$ cat src/rtl/sct_pkg.sv
// Shared types, constants and the quarter-wave sine table for the sprite corner transform.
package sct_pkg;

	localparam logic [31:0] SORT_AUTO = 32'hFFFF_FFFF;
	localparam int FULL_STEPS = 5760;
	localparam int QUARTER_STEPS = 1440;

	typedef enum logic [1:0] {
		PH_IDLE,
		PH_READ,
		PH_SETUP,
		PH_EMIT
	} phase_t;

	typedef struct packed {
		logic [15:0] texture_id;
		logic signed [23:0] pos_x;
		logic signed [23:0] pos_y;
		logic signed [23:0] quad_width;
		logic signed [23:0] quad_height;
		logic signed [15:0] pivot_x;
		logic signed [15:0] pivot_y;
		logic [1:0] quadrant;
		logic [10:0] rem;
		logic [47:0] uv_rect;
		logic [31:0] rgba;
		logic [31:0] order;
	} sprite_t;

	// Sine of r sixteenths of a degree, r in 0..1440, Q1.14, from a
	// degree-9 polynomial with truncating Q30 arithmetic.
	function automatic logic [14:0] sin_q14(input logic [10:0] r);
		logic [63:0] x, x2, p, s;
		begin
			x = 64'(r) * 64'd1171271;
			x2 = (x * x) >> 30;
			p = (64'd1 << 30) - x2 / 64'd72;
			p = (64'd1 << 30) - ((x2 * p) >> 30) / 64'd42;
			p = (64'd1 << 30) - ((x2 * p) >> 30) / 64'd20;
			p = (64'd1 << 30) - ((x2 * p) >> 30) / 64'd6;
			s = (x * p) >> 30;
			s = (s + 64'd32768) >> 16;
			if (s > 64'd16384) s = 64'd16384;
			return s[14:0];
		end
	endfunction

endpackage

$ cat src/rtl/sct_fifo.sv
// Two-entry queue between front and back.
module sct_fifo import sct_pkg::*; (
	input  logic    clk,
	input  logic    arst_n,
	input  logic    push,
	input  sprite_t push_data,
	output logic    full,
	input  logic    pop,
	output logic    not_empty,
	output sprite_t pop_data
);
	sprite_t mem_q [0:1];
	logic wp_q, rp_q;
	logic [1:0] cnt_q;

	assign full = cnt_q == 2'd2;
	assign not_empty = cnt_q != 2'd0;
	assign pop_data = mem_q[rp_q];

	always_ff @(posedge clk) begin
		if (push) mem_q[wp_q] <= push_data;
	end

	always_ff @(posedge clk or negedge arst_n) begin
		if (!arst_n) begin
			wp_q <= 1'b0;
			rp_q <= 1'b0;
			cnt_q <= '0;
		end else begin
			if (push) wp_q <= !wp_q;
			if (pop) rp_q <= !rp_q;
			cnt_q <= cnt_q + 2'(push) - 2'(pop);
		end
	end
endmodule

$ cat config.mk
export PLATFORM = sky130hd
export DESIGN_NAME = sct_fifo
export DESIGN_NICKNAME = d
export VERILOG_FILES = /design/src/rtl/sct_pkg.sv /design/src/rtl/sct_fifo.sv
export SDC_FILE = /design/constraint.sdc
export NUM_CORES = 1
export LEC_CHECK = 0
export BUFFER_PORTS_ARGS = -buffer_cell sky130_fd_sc_hd__buf_2
export CAP_MARGIN = 20
export CORE_ASPECT_RATIO = 0.7
export CORE_MARGIN = 2
export CORE_UTILIZATION = 40
export CTS_BUF_LIST = sky130_fd_sc_hd__clkbuf_2
export CTS_CLUSTER_SIZE = 20
export DETAILED_ROUTE_END_ITERATION = 6
export SLEW_MARGIN = 20
export SYNTH_ARGS = -nofsm -noshare
export SYNTH_HDL_FRONTEND = slang
export SYNTH_SLANG_ARGS = --single-unit
$ cat constraint.sdc
create_clock -name clk -period 18.8 [get_ports clk]
set_input_delay 3.76 -clock clk [delete_from_list [all_inputs] [get_ports clk]]
set_output_delay 3.76 -clock clk [all_outputs]
set_load 0.05 [all_outputs]
==> Yosys cells after proc, flatten, opt, wreduce, memory -nomap -nowiden <==
Memory sizes are Yosys's and may differ from the RTL's.
Cells that the tools add are included.
{ "word_totals": {"mem_bits_rw": 538, "inputBits": 273, "latchBits": 0, "romBits": 0, "word_cells": 12, "mem_count": 1, "output_inout_bits": 271, "regBits": 4} }
{ "mem_list": {"columns": ["memory", "depth", "word_bits", "rd", "rd_clocked_by_memory_dff", "wr", "line_no", "source"], "rows": [
  ["mem_q", 2, 269, 1, 0, 1, "sct_fifo.sv:12", "sprite_t mem_q [0:1];"]
]} }
{ "op_classes": {"magnitude_cmp": 0, "mux": 2, "addsub": 2, "n_mul": 0, "n_eq_ne": 1, "div": 0, "shifts": 0, "bitwise_logic": 0, "n_reduce_logical": 3} }
{ "ops": {"columns": ["cell", "count"], "rows": [
  ["$add 2x1->2", 1],
  ["$eq 2x2->1 const B", 1],
  ["$logic_not 1->1", 2],
  ["$mux 1", 2],
  ["$reduce_bool 2->1", 1],
  ["$sub 2x1->2", 1]
]} }

==> Depth between registers and ports, before layout <==
{ "logic_depth": {"ltp_word": 2, "ltp_mapped": 5, "mapped_depth_nobuf": 5} }

==> Worst setup path after synthesis <==
Ideal clock, no wire load.
{ "synth_path": {"path_kind": "input to register", "from": "in push", "to": "mem mem_q[0][0] in the netlist's numbering (enable)", "stages": 1, "slack_ns": 2.533, "path_buffers": 0, "t_required_ns": 17.864, "t_arrival_ns": 15.331, "setup_ns": 0.936, "cell_sequence": "nor2b_1"} }
{ "synth_via": {"elab_chain_cells": 2} }
{ "synth_rtl": {"columns": ["item", "line_no", "source"], "rows": [
  ["start, declared", "sct_fifo.sv:5", "input logic push,"],
  ["$mux 1", "sct_fifo.sv:21", "if (push) mem_q[wp_q] <= push_data;"],
  ["$mux 1 (implied by the code)", "sct_fifo.sv:21", null],
  ["end, declared", "sct_fifo.sv:12", null]
]} }
Every way passes these cells.

==> flow_summary_export.csv <==
group,metric,value,unit
yosys,synth_area,20430,um2
timing,period_minus_slack,8203,ps
run_status,status,"finished, final reports clean",
pwr,leakagePower,10.16,nW
grt,grt_max_degree,137,
timing,tightest_slew,1003,ps
layout,layout-drive-gt1-share,0.6484,
timing,fmax,121.9,MHz
pwr,pwr_density_cell,174.8,nW/um2
critical_path,criticalPathCategory,"flop to output port",
timing,setup_tns,0,ps
clock_network,cts.sinks,542,
floorplan,fp.dieH,193.1,um
grt,grt_pass1_wl,62160,um
floorplan,die_w,274.1,um
yosys,avgSynthCellArea,23.98,um2
min_path,holdCritStartpoint,"wp_q",
timing,rsz0062_at_grt,"false",
layout,num-nets-final,1785,
clock_network,holdBufCountCts,0,
grt,grtUsageTotal,0.1579,
clock_network,cts_resized,0,
routing,viasPerCell,4.567,
timing,slew_headroom,0.3311,
yosys,yosys_warnings,0,
timing,min_period_over_period,0.4364,
floorplan,core_area,50590,um2
yosys,synth_top_cell_area_share,0.7908,
pwr,power.share.sequential,0.385,
clock_network,numCtsBuffers,134,
clock_network,h-tree-depth,4,
clock_network,cts_tree,"yes",
routing,antenna_left,0,
min_path,hold_end,"wp_q",
yosys,yosysSeqAreaShare,0.7957,
place,dp_hpwl,29410,um
clock_network,cts_setup_buffers,0,
pwr,switching_share,0.4270,
yosys,ys_top_cells_by_area,"edfxtp_1 79%, mux2_4 15%, mux2_2 3.8%, buf_6 1.3%, dfrtp_1 0.49%",
pwr,pwr-share-comb,0.442,
critical_path,cp_max_fo,56,
yosys,synth_cell_types,13,
clock_network,clk_latency,1060,ps
critical_path,reg2reg_to,"mem_q[0][67]",
place,portBuffers,543,
yosys,ys_ff_latch,542,
routing,drtPass1Iterations,6,
place,dp_slack,11710,ps
pwr,clkPwrFrac,0.172,
timing,slew_viol_final,0,
place,gp_congestion,0.8378,
timing,skew,78.33,ps
floorplan,initial_core_util,0.4038,
critical_path,r2r_slack,15390,ps
timing,hold_violations,0,
pwr,switchingPower,1.864,mW
clock_network,cts.clk_slew.worst_paths,110,ps
min_path,hold_path_class,"flop to flop",
yosys,syn_nets,1127,
routing,wire_per_inst,19.30,um
layout,layout_commonest_cell,"buf_2",
critical_path,r2r-start,"wp_q",
pwr,vdd_drop_max,0.0001182,V
layout,syn_to_final_growth,22.21,%
layout,mostFrequentLayoutCells,"543 x buf_2, 538 x edfxtp_1, 200 x mux2_4, 194 x clkbuf_2, 69 x mux2_2",
yosys,synth_cells,852,
critical_path,cp.arrival,4440,ps
floorplan,fp-row-count,69,
timing,fin_ws,10600,ps
routing,num_vias,10390,
routing,drt_iter0_markers,582,
critical_path,start_kind,"flop",
floorplan,ios,544,
clock_network,cts.path.max_buffers,3,
critical_path,crit_path_end_kind,"output port",
critical_path,reg2reg_depth,3,
grt,antenna_found_initial,16,
pwr,p_int,2.501,mW
routing,drc,0,
timing,setup_viol,0,
clock_network,root_buffer,"clkbuf_2",
run,cap_violations,0,
yosys,synth_area_leader_cell,"edfxtp_1",
grt,first_global_vias,10560,
routing,drt_wl_total,43880,um
floorplan,dieArea,52920,um2
critical_path,worstPathRequired,15040,ps
min_path,whs_path_depth,1,
grt,grt-ovfl-total,0,
critical_path,cp-startpoint,"rp_q",
[per-stage QoR]
| step | power, mW | hold WS, ps | instances | util | area (um2) |
|---|---|---|---|---|---|
| CTS | 4.433 | 598.4 | 2264 | 0.4930 | 24940 |
| global route | 4.568 | 611.3 | 2268 | 0.4932 | 24950 |
| finish | 4.365 | 594.2 | 2274 | 0.4935 | 24970 |
| floorplan | 3.376 | 455.5 | 852 | - | 20430 |
| detailed placement | 3.664 | 543.8 | 2048 | 0.4705 | 23800 |
| global placement | 3.650 | 539.8 | 2048 | 0.4705 | 23800 |
[worst max-delay path by stage]
stage                          to  slack [ps]  cells after the start
floorplan             mem_q[0][0]        2530                      1
global placement     pop_data[76]       11770                      4
detailed placement  pop_data[125]       11710                      4
CTS                 pop_data[125]       10420                      4
global route        pop_data[125]       10240                      4
finish               pop_data[83]       10600                      4
[cell usage after synthesis]
cell,count
inv_1,2
nor2b_1,2
xor2_1,2
buf_2,7
and2_1,1
dfrtp_1,4
or2_2,1
edfxtp_1,538
mux2_2,69
buf_6,23
mux2_4,200
ha_1,2
xor3_1,1
[metal layers]
| layer | up-vias | wire length, um | track usage |
|---|---|---|---|
| met5 | - | 98 | 0 |
| met4 | 16 | 704 | 0.04933 |
| met3 | 74 | 4629 | 0.08607 |
| met2 | 418 | 21600 | 0.2569 |
| met1 | 5073 | 16850 | 0.1790 |
| li1 | 4804 | - | - |
[cell families after synthesis]
| logic type | after synthesis | synth area share |
|---|---|---|
| buf+inv | 32 | 0.01476 |
| simple gates | 4 | 0.001225 |
| fa+ha+maj | 2 | 0.001225 |
| xor+xnor | 3 | 0.002021 |
| mux | 269 | 0.1850 |
| flops | 542 | 0.7957 |
[power by group through the flow]
stage                     logic (mW)  registers (mW)  clock network [mW]
after floorplan                 1.62            1.76                   0
after global placement          1.95            1.70                   0
after detailed placement        1.95            1.71                   0
after CTS                       1.96            1.68               0.793
final                           1.93            1.68               0.752
after global routing            2.01            1.70               0.852
[registers in the layout (all words and copies together), names as in the netlist]
register and cells:
rp_q 1, mem_q 538, wp_q 1, cnt_q 2
[final cells by class]
class / count / area [um2]
fillers: 4387 / 25630
multi-input cells: 278 / 3881
flip-flops and latches: 542 / 16260
diodes: 10 / 25.02
clock inverters: 22 / 167.7
well taps: 674 / 843.3
inverters: 2 / 7.507
repair buffers: 552 / 2810
clock buffers: 194 / 970.9
[worst max-delay path, cell delays in order, from the launching register on]
cell and delay [ps]:
dfrtp_4 980, buf_4 860, buf_4 800, mux2_4 360
buf_2 210
Note: power is estimated with default switching activity, not from simulation.
