**src/rtl/sct_pkg.sv**
```systemverilog
// Shared types, constants and the quarter-wave sine table for the sprite corner transform.
package sct_pkg;

	localparam logic [31:0] SORT_AUTO = 32'hFFFF_FFFF;
	localparam int FULL_STEPS = 5760;
	localparam int QUARTER_STEPS = 1440;

	typedef enum logic [1:0] {
		PH_IDLE,
		PH_READ,
		PH_SETUP,
		PH_EMIT
	} phase_t;

	typedef struct packed {
		logic [15:0] texture_id;
		logic signed [23:0] pos_x;
		logic signed [23:0] pos_y;
		logic signed [23:0] quad_width;
		logic signed [23:0] quad_height;
		logic signed [15:0] pivot_x;
		logic signed [15:0] pivot_y;
		logic [1:0] quadrant;
		logic [10:0] rem;
		logic [47:0] uv_rect;
		logic [31:0] rgba;
		logic [31:0] order;
	} sprite_t;

	// Sine of r sixteenths of a degree, r in 0..1440, Q1.14, from a
	// degree-9 polynomial with truncating Q30 arithmetic.
	function automatic logic [14:0] sin_q14(input logic [10:0] r);
		logic [63:0] x, x2, p, s;
		begin
			x = 64'(r) * 64'd1171271;
			x2 = (x * x) >> 30;
			p = (64'd1 << 30) - x2 / 64'd72;
			p = (64'd1 << 30) - ((x2 * p) >> 30) / 64'd42;
			p = (64'd1 << 30) - ((x2 * p) >> 30) / 64'd20;
			p = (64'd1 << 30) - ((x2 * p) >> 30) / 64'd6;
			s = (x * p) >> 30;
			s = (s + 64'd32768) >> 16;
			if (s > 64'd16384) s = 64'd16384;
			return s[14:0];
		end
	endfunction

endpackage

```
**src/rtl/sct_front.sv**
```systemverilog
// Front end: accepts sprites, assigns draw order, reduces the angle.
module sct_front import sct_pkg::*; (
	input  logic               clk,
	input  logic               arst_n,
	input  logic               valid,
	output logic               ready,
	input  logic               frame_start,
	input  logic [15:0]        texture_id,
	input  logic signed [23:0] pos_x,
	input  logic signed [23:0] pos_y,
	input  logic signed [23:0] quad_width,
	input  logic signed [23:0] quad_height,
	input  logic signed [15:0] pivot_x,
	input  logic signed [15:0] pivot_y,
	input  logic signed [15:0] angle_deg,
	input  logic [47:0]        uv_rect,
	input  logic [31:0]        rgba,
	input  logic [31:0]        sort_key,
	output logic               q_push,
	output sprite_t            q_data,
	input  logic               q_full
);
	localparam logic [21:0] RECIP_45 = 22'd1457;

	logic [31:0] seq_q;
	logic [31:0] seq_base;
	logic [16:0] a;
	logic [21:0] prod;
	logic [5:0] quo;
	logic [16:0] rr;

	assign ready = !q_full;
	assign q_push = valid && ready;
	assign seq_base = frame_start ? '0 : seq_q;

	always_comb begin
		// Six full turns make every angle positive without changing it modulo a turn.
		a = 17'(angle_deg) + 17'(6 * FULL_STEPS);
		// Quarter turns are 1440 = 32 * 45 steps; the reciprocal of 45 is exact
		// for every value this offset angle can take.
		prod = 22'(a[16:5]) * RECIP_45;
		quo = prod[21:16];
		rr = a - 17'(quo) * 17'(QUARTER_STEPS);
		q_data.texture_id = texture_id;
		q_data.pos_x = pos_x;
		q_data.pos_y = pos_y;
		q_data.quad_width = quad_width;
		q_data.quad_height = quad_height;
		q_data.pivot_x = pivot_x;
		q_data.pivot_y = pivot_y;
		q_data.quadrant = quo[1:0];
		q_data.rem = rr[10:0];
		q_data.uv_rect = uv_rect;
		q_data.rgba = rgba;
		q_data.order = (sort_key == SORT_AUTO) ? seq_base : sort_key;
	end

	always_ff @(posedge clk or negedge arst_n) begin
		if (!arst_n) begin
			seq_q <= '0;
		end else if (q_push) begin
			if (sort_key == SORT_AUTO) seq_q <= seq_base + 32'd1;
			else seq_q <= seq_base;
		end
	end
endmodule

```
**config.mk**
```make
export PLATFORM = sky130hd
export DESIGN_NAME = sct_front
export DESIGN_NICKNAME = d
export VERILOG_FILES = /design/src/rtl/sct_pkg.sv /design/src/rtl/sct_front.sv
export SDC_FILE = /design/constraint.sdc
export NUM_CORES = 1
export LEC_CHECK = 0
export BUFFER_PORTS_ARGS = -buffer_cell sky130_fd_sc_hd__buf_2
export CORE_AREA = 2 2 213 215
export DETAILED_ROUTE_END_ITERATION = 8
export DIE_AREA = 0 0 215 217
export GPL_ROUTABILITY_DRIVEN = 0
export GPL_TIMING_DRIVEN = 1
export SYNTH_ARGS = -nofsm -noshare
export SYNTH_HDL_FRONTEND = slang
export SYNTH_SLANG_ARGS = --single-unit
export TNS_END_PERCENT = 30
```
**constraint.sdc**
```tcl
create_clock -name clk -period 9.76 [get_ports clk]
set_input_delay 1.464 -clock clk [delete_from_list [all_inputs] [get_ports clk]]
set_output_delay 1.464 -clock clk [all_outputs]
set_load 0.01 [all_outputs]
```
* Word-level counts from Yosys, hierarchy flattened
Index checks and enable logic that the tools add are counted.
** Storage, ports and cells
- Bits in registers :: 32
- Bits of input ports :: 277
- Output and inout port bits :: 271
- Logic and storage cells :: 12
** Operators by class
- $add $sub $neg :: 3
- $mul :: 2
- Equality and inequality tests :: 1
- Muxes and demuxes :: 3
- Reduce and logical (&&, ||, !) cells :: 2
** Operators with widths (number)
- $mux W32 :: 3
- $add A32 B1 Y32 const B :: 1
- $eq A32 B32 Y1 const B :: 1
- $mul A12 B11 Y22 const B :: 1
- $add A16 B17 Y17 const B :: 1
- $sub A11 B11 Y11 :: 1
- $mul A6 B6 Y6 const B :: 1
- $logic_and A1 B1 Y1 :: 1
- $logic_not A1 Y1 :: 1

* Longest topological paths before layout
- Depth in word-level cells :: 4
- Gate-level depth with buffers :: 33
- Mapped depth without buffers :: 33

* Least setup slack after synthesis
No wires, ideal clock.
- Path type :: input -> output
- Start :: in angle_deg[9]
- End :: out q_data[122] (netlist name)
- Arrival time :: 8244 ps
- Required time :: 8296 ps
- Path slack :: 52 ps
- Cell stages on the path :: 29
- Buffers on the path :: 0
- Cells stage by stage :: nor3_1 nand3b_1 xor2_1 inv_1 ha_1 fa_1 fa_1 fa_1 ha_1 ha_1 a211oi_1 a21oi_1 a211oi_2 nor2b_1 nor2_1 o21bai_1 xor2_1 ha_1 ha_1 inv_1 fa_1 inv_1 ha_1 xnor2_1 xnor2_1 xnor2_1 xnor2_1 xnor2_1 xnor2_1
** RTL lines
- start: declaration :: RTL line sct_front.sv:15 : input logic signed [15:0] angle_deg,
- end: declaration :: RTL line sct_front.sv:20 : output sprite_t q_data,

==> qor.yml <==
synth_top_area_share_pct: 26.51
synth_area_leaders: "buf_4, ha_1, dfrtp_1, fa_1, xnor2_1"
clock_sinks: 32
reg_top3: "seq_q (32)"
multi_input_area_um2: 4044
core-area_um2: 44700
die_width_um: 215
setup_viol: 0
grt_pass1_wl_um: 24910
cts_buffer_depth: 2
dr.pass1.iters: 4
dp_hpwl_um: 13090
slowest_delay_ns: 0.57
status: "finished, final reports clean"
n_fill_cell: 5130
antenna_found_initial: 0
ys.warnings.count: 0
drc_errors: 0
hold_class: "reg -> reg"
die_h_um: 217
grt-ovfl-total: 0
insertion_delay_ns: 0.28
row_count: 78
cp_max_fo: 3
root_buffer: "clkbuf_16"
wl_per_cell_um: 12.55
synth_edf_count: 0
cts_hold_buf: 0
synthArstFlopShare_pct: 100.0
track_usage_pct: 6.559
ys_top_cells_by_count: "buf_4, ha_1, nand2_1"
tightestPinTransition_ns: 0.7926
area_growth_pct: 3.879
totalWireLength_um: 16050
clk_pin_slew_worst_paths_ns: 0.06
yosysSeqAreaShare_pct: 12.35
synth_seq_cells: 32
drt_iter0_drc: 122
start_kind: "primary input"
synth.distinct_cells: 51
htree_levels: 2
syn_area_um2: 6484
ios: 548
synth_ff_type: "dfrtp_1"
dieArea_um2: 46660
detail-route-antenna-nets: 0
period_share_pct: 97.20
viasPerCell: 3.554
initial_core_util_pct: 14.51
synthMostInstantiatedCell: "buf_4"
skew_ns: 0.003586
maxCapViolCount: 0
cts_tree: "done"
setup_ws_ns: 0.2729
yosysTopAreaCell: "buf_4"
first_global_vias: 4796
dp_worst_setup_slack_ns: -0.1655
critical_path_class: "in -> out"
vias: 4545
path_common_cell: "xnor2_1"
period_needed_ns: 9.487
crit_required_ns: 8.30
fmax_ghz: 0.1054
avgSynthCellArea_um2: 8.156
final_nets: 1064
largest_register_ffs: 32
drv_slew: 0
crit_slowest_cell: "fa_1"
regMostFlops: "seq_q"
fin_hold_ws_ns: 0.5349
hold_viol_final: 0
crit_path_end_kind: "output pin"
relSlewSlack_pct: 47.16
drive_gt1_share_pct: 28.28
seqCellArea_um2: 800.8
postSynthCellCount: 795
grt_max_degree: 62
num_antenna_cells: 0
cts_buffers: 5
synthesis.nets: 1181
arrival_ns: 8.02
port_buffers: 89
## worst max-delay path, delay by kind of cell
family / cells / cell delay [ns]
XOR/XNOR: 8 / 1.25
buffers and inverters: 6 / 0.66
adder cells (fa/ha/maj): 10 / 3.52
AND/OR/NAND/NOR: 2 / 0.34
AO/OA/AOI/OAI: 5 / 0.76
## what timing repair did
| action | in CTS | in global routing |
|---|---|---|
| resized for setup | 19 | 47 |
| setup buffers | 6 | 3 |
| endpoints found under the setup margin | 1 | 2 |
| pin swaps | 17 | 40 |
## cell families (layout without fill, tap and decap cells)
kind of cell | after synthesis | in the layout | synth area share [%]
flops | 32 | 32 | 12.35
simple gates | 196 | 196 | 16.09
fa+ha+maj | 109 | 109 | 24.51
compound gates | 76 | 76 | 6.773
mux | 1 | 1 | 0.1544
buf+inv | 319 | 203 | 31.74
xor+xnor | 62 | 62 | 8.375
## area by class of cell
type                            count  area share, %
Sequential cell                    32          11.89
Timing Repair Buffer              121          10.31
Clock inverter                      3         0.6316
Clock buffer                        5          1.858
Tap cell                          600          11.15
Multi-Input combinational cell    444          60.04
Inverter                           74          4.124
## cells in the final DEF, fill, tap and decap left out, types with 2 or more instances in the layout
cell	Yosys	final
a211oi_4	0	2
a21boi_0	2	2
a21o_1	5	5
a21oi_1	9	6
a21oi_2	0	3
a31oi_1	2	2
and2_1	3	3
and3_1	3	3
buf_2	1	87
buf_4	229	33
clkbuf_16	0	5
dfrtp_1	32	32
fa_1	30	29
ha_1	79	60
ha_2	0	3
ha_4	0	16
inv_1	73	67
inv_2	0	6
nand2_1	79	78
nand2b_1	29	28
nand2b_4	1	2
nand3_1	20	19
nand3_2	1	2
nand4_1	14	14
nor2_1	20	20
nor2b_1	5	5
nor3_1	4	3
nor3_4	1	2
nor4_4	2	2
o21ai_0	45	42
o21ai_2	0	3
o21bai_1	2	2
or2b_1	2	2
xnor2_1	36	29
xnor2_2	0	6
xor2_1	26	22
xor2_2	0	4
## per-stage QoR
step	setup TNS, ns	util [%]	cells	area (um^2)
global placement	-0.04359	13.60	1263	6080
global route	-0.1190	15.07	1279	6735
CTS	0	14.33	1277	6405
finish	0	15.07	1279	6735
floorplan	0	-	795	6484
detailed placement	-0.1655	13.60	1263	6080
## metal layers
layer	vias up	wire length, um	GRT usage (%)
met5	-	0	0
met4	0	828	3.609
met3	85	1821	3.005
met2	311	8082	11.86
met1	2058	5318	6.169
li1	2091	-	-
## worst paths after layout
path,from,to,slack (ns),cells after the start
min in group asynchronous,arst_n,seq_q[19],1.24,1
max in group asynchronous,arst_n,seq_q[3],8.03,1
min reg2reg,seq_q[26],seq_q[26],0.53,2
min,seq_q[26],seq_q[26],0.53,2
max reg2reg,seq_q[0],seq_q[26],7.40,9
max,angle_deg[8],q_data[122],0.27,31
Power is not shown: default switching activity piles up to over one toggle a cycle in this logic, so the estimate is an artifact.
